File: src/hw/rtl/timed_event_list_sequencer_top_macros.svh
// assertion helpers for the event list sequencer
`ifndef TIMED_EVENT_LIST_SEQUENCER_TOP_MACROS_SVH
`define TIMED_EVENT_LIST_SEQUENCER_TOP_MACROS_SVH

`ifndef NO_ASSERTIONS
// same-cycle implication
`define TELS_ASSERT_NOW(lbl, clk, rst_n, ante, cons) \
    lbl: assert property (@(posedge clk) disable iff (!(rst_n)) (ante) |-> (cons)) \
        else $error("tels assertion failed");
// next-cycle implication
`define TELS_ASSERT_NEXT(lbl, clk, rst_n, ante, cons) \
    lbl: assert property (@(posedge clk) disable iff (!(rst_n)) (ante) |=> (cons)) \
        else $error("tels assertion failed");
`else
`define TELS_ASSERT_NOW(lbl, clk, rst_n, ante, cons)
`define TELS_ASSERT_NEXT(lbl, clk, rst_n, ante, cons)
`endif

`endif

File: src/hw/rtl/tels_pkg.sv
`default_nettype none

package tels_pkg;

    localparam int NUM_LISTS = 8;
    localparam int MAX_STEPS = 16;
    localparam int LIST_W    = $clog2(NUM_LISTS);
    localparam int STEP_W    = $clog2(MAX_STEPS);
    localparam int POS_W     = STEP_W + 1;
    localparam int ADDR_W    = LIST_W + STEP_W;
    localparam int CFG_W     = 4;
    localparam int MS_W      = 16;
    localparam int ELAPSED_W = 32;
    localparam int EVENT_W   = 8;

    localparam logic [1:0] REQ_LOAD  = 2'd0;
    localparam logic [1:0] REQ_START = 2'd1;
    localparam logic [1:0] REQ_STOP  = 2'd2;
    localparam logic [1:0] REQ_TICK  = 2'd3;

    localparam logic [1:0] KIND_FIRE   = 2'd0;
    localparam logic [1:0] KIND_WAIT   = 2'd1;
    localparam logic [1:0] KIND_REPEAT = 2'd2;
    localparam logic [1:0] KIND_SKIP   = 2'd3;

    typedef struct packed {
        logic [1:0]         kind;
        logic [MS_W-1:0]    interval;
        logic [MS_W-1:0]    repeats;
        logic [EVENT_W-1:0] event_id;
    } step_t;

    typedef enum logic {
        ALU_ADD_SAT,
        ALU_SUB
    } alu_op_t;

    typedef struct packed {
        alu_op_t              op;
        logic [ELAPSED_W-1:0] a;
        logic [ELAPSED_W-1:0] b;
    } alu_req_t;

    typedef struct packed {
        logic [ELAPSED_W-1:0] result;
        logic                 ge;
    } alu_rsp_t;

endpackage

`default_nettype wire

File: src/hw/rtl/tels_alu.sv
`default_nettype none

module tels_alu
    import tels_pkg::*;
(
    input  wire alu_req_t req,
    output alu_rsp_t      rsp
);

    logic [ELAPSED_W:0] sum;
    logic [ELAPSED_W:0] diff;

    assign sum  = {1'b0, req.a} + {1'b0, req.b};
    assign diff = {1'b0, req.a} - {1'b0, req.b};

    always_comb begin
        unique case (req.op)
            ALU_ADD_SAT: begin
                // saturate the elapsed time at all ones
                rsp.result = sum[ELAPSED_W] ? {ELAPSED_W{1'b1}} : sum[ELAPSED_W-1:0];
                rsp.ge     = sum[ELAPSED_W];
            end
            ALU_SUB: begin
                rsp.result = diff[ELAPSED_W-1:0];
                rsp.ge     = ~diff[ELAPSED_W];
            end
            default: begin
                rsp.result = diff[ELAPSED_W-1:0];
                rsp.ge     = ~diff[ELAPSED_W];
            end
        endcase
    end

endmodule

`default_nettype wire

File: config.mk
export PLATFORM = sky130hd
export DESIGN_NAME = tels_alu
export DESIGN_NICKNAME = d
export VERILOG_FILES = /design/src/hw/rtl/timed_event_list_sequencer_top_macros.svh /design/src/hw/rtl/tels_pkg.sv /design/src/hw/rtl/tels_alu.sv
export SDC_FILE = /design/constraint.sdc
export NUM_CORES = 1
export LEC_CHECK = 0
export BUFFER_PORTS_ARGS = -buffer_cell sky130_fd_sc_hd__buf_4
export CAP_MARGIN = 20
export CORE_MARGIN = 2
export CORE_UTILIZATION = 42
export DETAILED_ROUTE_END_ITERATION = 8
export PLACE_DENSITY = 0.63
export SLEW_MARGIN = 0
export SYNTH_ARGS = -nofsm -noshare
export SYNTH_HDL_FRONTEND = slang
export SYNTH_SLANG_ARGS = --single-unit
File: constraint.sdc
create_clock -name vclk -period 4.3
set_clock_uncertainty 0.05 [all_clocks]
set_input_delay 0.43 -clock vclk [all_inputs]
set_output_delay 0.43 -clock vclk [all_outputs]
set_load 0.01 [all_outputs]
After elaboration in Yosys (flattened, before gate mapping)

Index checks and enable logic that the tools add are counted.

Output and inout bits: 33
Flip-flop bits (word level): 0
Input bits: 65
Logic and storage cells: 6

Bitwise logic cells: 2
Add/subtract/negate cells: 2
Mux-type cells: 2

Operator list:

| cell                                           | number |
|---|---|
| 33-bit one-hot mux with 2 select lines         | 1 |
| 32-bit by 32-bit adder with 33-bit output      | 1 |
| 32-bit by 32-bit subtractor with 33-bit output | 1 |
| 32-bit two-way mux                             | 1 |
| 1-bit inverter                                 | 2 |

Depth between registers and ports, before layout

Depth in word-level cells: 3
Depth in mapped cells: 14
Gate-level depth less buffers: 12

Worst setup path before layout

Ideal clock, no wire load.

Kind: input port to output port
Start: input port req[0] (netlist bit)
End: output port rsp[14] (netlist bit)
Setup slack: 1.014 ns
Path buffers: 1
Cell stages on the path: 12
Arrival time: 2.806 ns
Required time: 3.820 ns
Path through: ha_1 > fa_1 > nor2b_1 > o21ai_1 > a21oi_1 > a21oi_2 > o2111ai_1 > and2_4 > o31ai_4 > buf_4 > a221o_1 > o21ai_0

RTL lines:

| element     | RTL line      | source |
|---|---|---|
| from (decl) | tels_alu.sv:6 | `input wire alu_req_t req,` |
| to (decl)   | tels_alu.sv:7 | `output alu_rsp_t rsp` |

==> impl_metrics.toml <==
[run_status]
outcome = "finished clean"

[pwr]
p_leak_nw = 2.159
internal-power_uw = 346.9
power_density_nw_per_um2 = 175.4
max-vdd-ir-drop_mv = 0.07627
switching_power_uw = 460.5
p_total_uw = 807.5
p_clk_frac = 0
combPwrFrac = 1.000
p_sw_frac = 0.5703
p_seq_frac = 0

[logic_synthesis]
muxShareOfSynthArea = 0.005288
syn-cell-area_um2 = 3786
synth_compound_area_frac = 0.4825
synth_fp_nets = 695
synthSimpleGateAreaFrac = 0.1745
yosys_warnings = 0
synth_cells = 564
avgSynthCellArea_um2 = 6.713
seq_area_frac_synth = 0
synthXorXnorAreaFrac = 0.009253
synth-adder-area-share = 0.2221
synth_cell_type_count = 76
synth_top_family_by_area = "compound AO/OA/AOI/OAI gates"

[timing]
drv_slew = 0
setup_viol = 0
grt_setup_unrepaired = "no"
max_slew_margin = 0.6582
tns_ns = 0
fmax_ghz = 0.2530
fin_crit_sh = 0.9192
holdWs_ns = 1.243
fin_ws_ns = 0.3473
min_period_ns = 3.953
worst_slew_pin_slew_ns = 0.5073
hold_violations = 0

[route]
drt_first_pass_iters = 5
drc_errors = 0
detail-route-antenna-nets = 0
post_drt_via_cell_ratio = 6.106
totalWireLength_um = 12680
drt_iter0_drc = 276
routedWlPerCell_um = 16.84
vias = 4598

[critical_path]
critPathLaunchType = "input pin"
critPathRequiredTime_ns = 3.82
arrival_ns = 3.47
startpoint = "req[0]"
worstSetupPathType = "input pin to primary output"
critical_path.max_fanout = 19
cp-endpoint = "rsp[4]"
crit_path_end_kind = "primary output"

[floorplanning]
start_util = 0.4341
ios = 98
coreArea_um2 = 8721
placementRows = 34
dieHeight_um = 98.95
die_w_um = 98.95
die-area_um2 = 9790

[placement]
placedInstanceArea_um2 = 4604
dp_hpwl_um = 10110
dp_slack_ns = 0.3930
port_buffers = 98
finalWeightedCongestion = 0.9027
dpl.cell_count = 753

[global_route]
grt_pass1_wl_um = 20980
grt_max_degree = 39
grt_use_total = 0.2467
grt_pass1_vias = 4293
grt_overflow = 0
antenna_found_initial = 0

[cells_and_area]
multi_input_comb_area_um2 = 3383
antenna_cells = 0
final_cells = 753
regArea_um2 = 0
drive_above_1_share = 0.2031
seq_cells = 0
nNetsFinal = 778
stdcell_area_um2 = 4604
utilization = 0.5280
areaGrowthSynthToFinish_pct = 21.61
nClkBuffers = 0
fill_cells = 919

[worst_hold_path]
worstHoldPathType = "input pin to primary output"

[run]
maxCapViolations = 0

[clock_tree]
cts.repair.resized = 0
post_cts_buffers = 0
hold_buffers = 0
## cell usage after synthesis, types with 5 or more instances
cell       instances  share of area
nor2_1            42          0.042
a221o_1           18          0.048
o221ai_1           7          0.016
a21oi_1           73          0.096
clkbuf_1          11          0.011
nand3_1            9          0.012
buf_4              5         0.0099
nor2b_1            7          0.012
ha_1              64           0.21
o21ai_0           33          0.044
buf_2             10          0.013
o31ai_1           13          0.026
o21ai_1           16          0.021
inv_1             65          0.064
o2bb2ai_1          5          0.012
nand2b_1          10          0.017
o22ai_1           15          0.025
nor3_1            15          0.020
nand2_1           29          0.029
o21a_1             5         0.0099
a21o_1             7          0.014
o21bai_1          16          0.032
o211ai_1           5         0.0099
## worst max-delay path, stage by stage
cell and delay, ns:
buf_4 0.11, ha_1 0.21, fa_1 0.41, nor2b_1 0.17, o21ai_1 0.26, a21oi_1 0.18, a21oi_2 0.31, o2111ai_1 0.16
and2_4 0.18, o31a_1 0.32, buf_12 0.17, o311ai_1 0.29, o21ai_1 0.10, buf_4 0.15
## cell families after synthesis
logic type	Yosys count
fa+ha+maj	66
simple gates	134
compound gates	263
mux	2
buf+inv	95
xor+xnor	4
## power by group through the flow
stage	logic [mW]	registers, mW	clock network, mW
6_report	0.807	0	0
2_1_floorplan	0.509	0	0
3_5_place_dp	0.793	0	0
3_3_place_gp	0.786	0	0
4_1_cts	0.797	0	0
5_1_grt	0.883	0	0
## placed cells by master, fill, tap and decap left out, types with 3 or more instances in the layout
cell type,netlist,layout
o21bai_1,16,16
o311ai_1,4,4
xnor2_1,3,3
o21a_1,5,5
o22ai_1,15,15
and2_1,3,3
inv_1,65,65
ha_1,64,64
o221ai_1,7,7
nor2b_1,7,7
nor3_1,15,15
nand2_1,29,29
o21ai_0,33,33
a221o_1,18,18
o31a_1,4,4
o31ai_1,13,13
nor2_1,42,42
o21ai_1,16,16
nor4_1,3,3
a21o_1,7,7
nand3_1,9,9
o2bb2ai_1,5,5
nand2b_1,10,10
buf_4,5,109
a211oi_1,4,4
o211ai_1,5,5
a21oi_1,73,73
a22oi_1,4,4
## final cells by class
type                       instances  area share
tap                              108     0.02935
inverter                          66     0.05380
multi-input combinational        469      0.7348
timing repair buffer             110      0.1821
## worst min path at each step
| stage | start | end | slack (ns) | cells after the start |
|---|---|---|---|---|
| floorplan | req[0] | rsp[1] | 1.04 | 2 |
| global placement | req[0] | rsp[1] | 1.23 | 4 |
| detailed placement | req[0] | rsp[1] | 1.24 | 4 |
| CTS | req[0] | rsp[1] | 1.25 | 4 |
| global route | req[0] | rsp[1] | 1.29 | 4 |
| finish | req[0] | rsp[1] | 1.24 | 4 |
## metal layers
metal  track usage  share of wire  vias up
met3      0.007801          0.061        8
met4       0.01686         0.0051        0
met5             0              0        -
li1              -              -     2283
met1        0.3560           0.46     2139
met2        0.4267           0.47      168
Power figures use the tool's default switching activity.
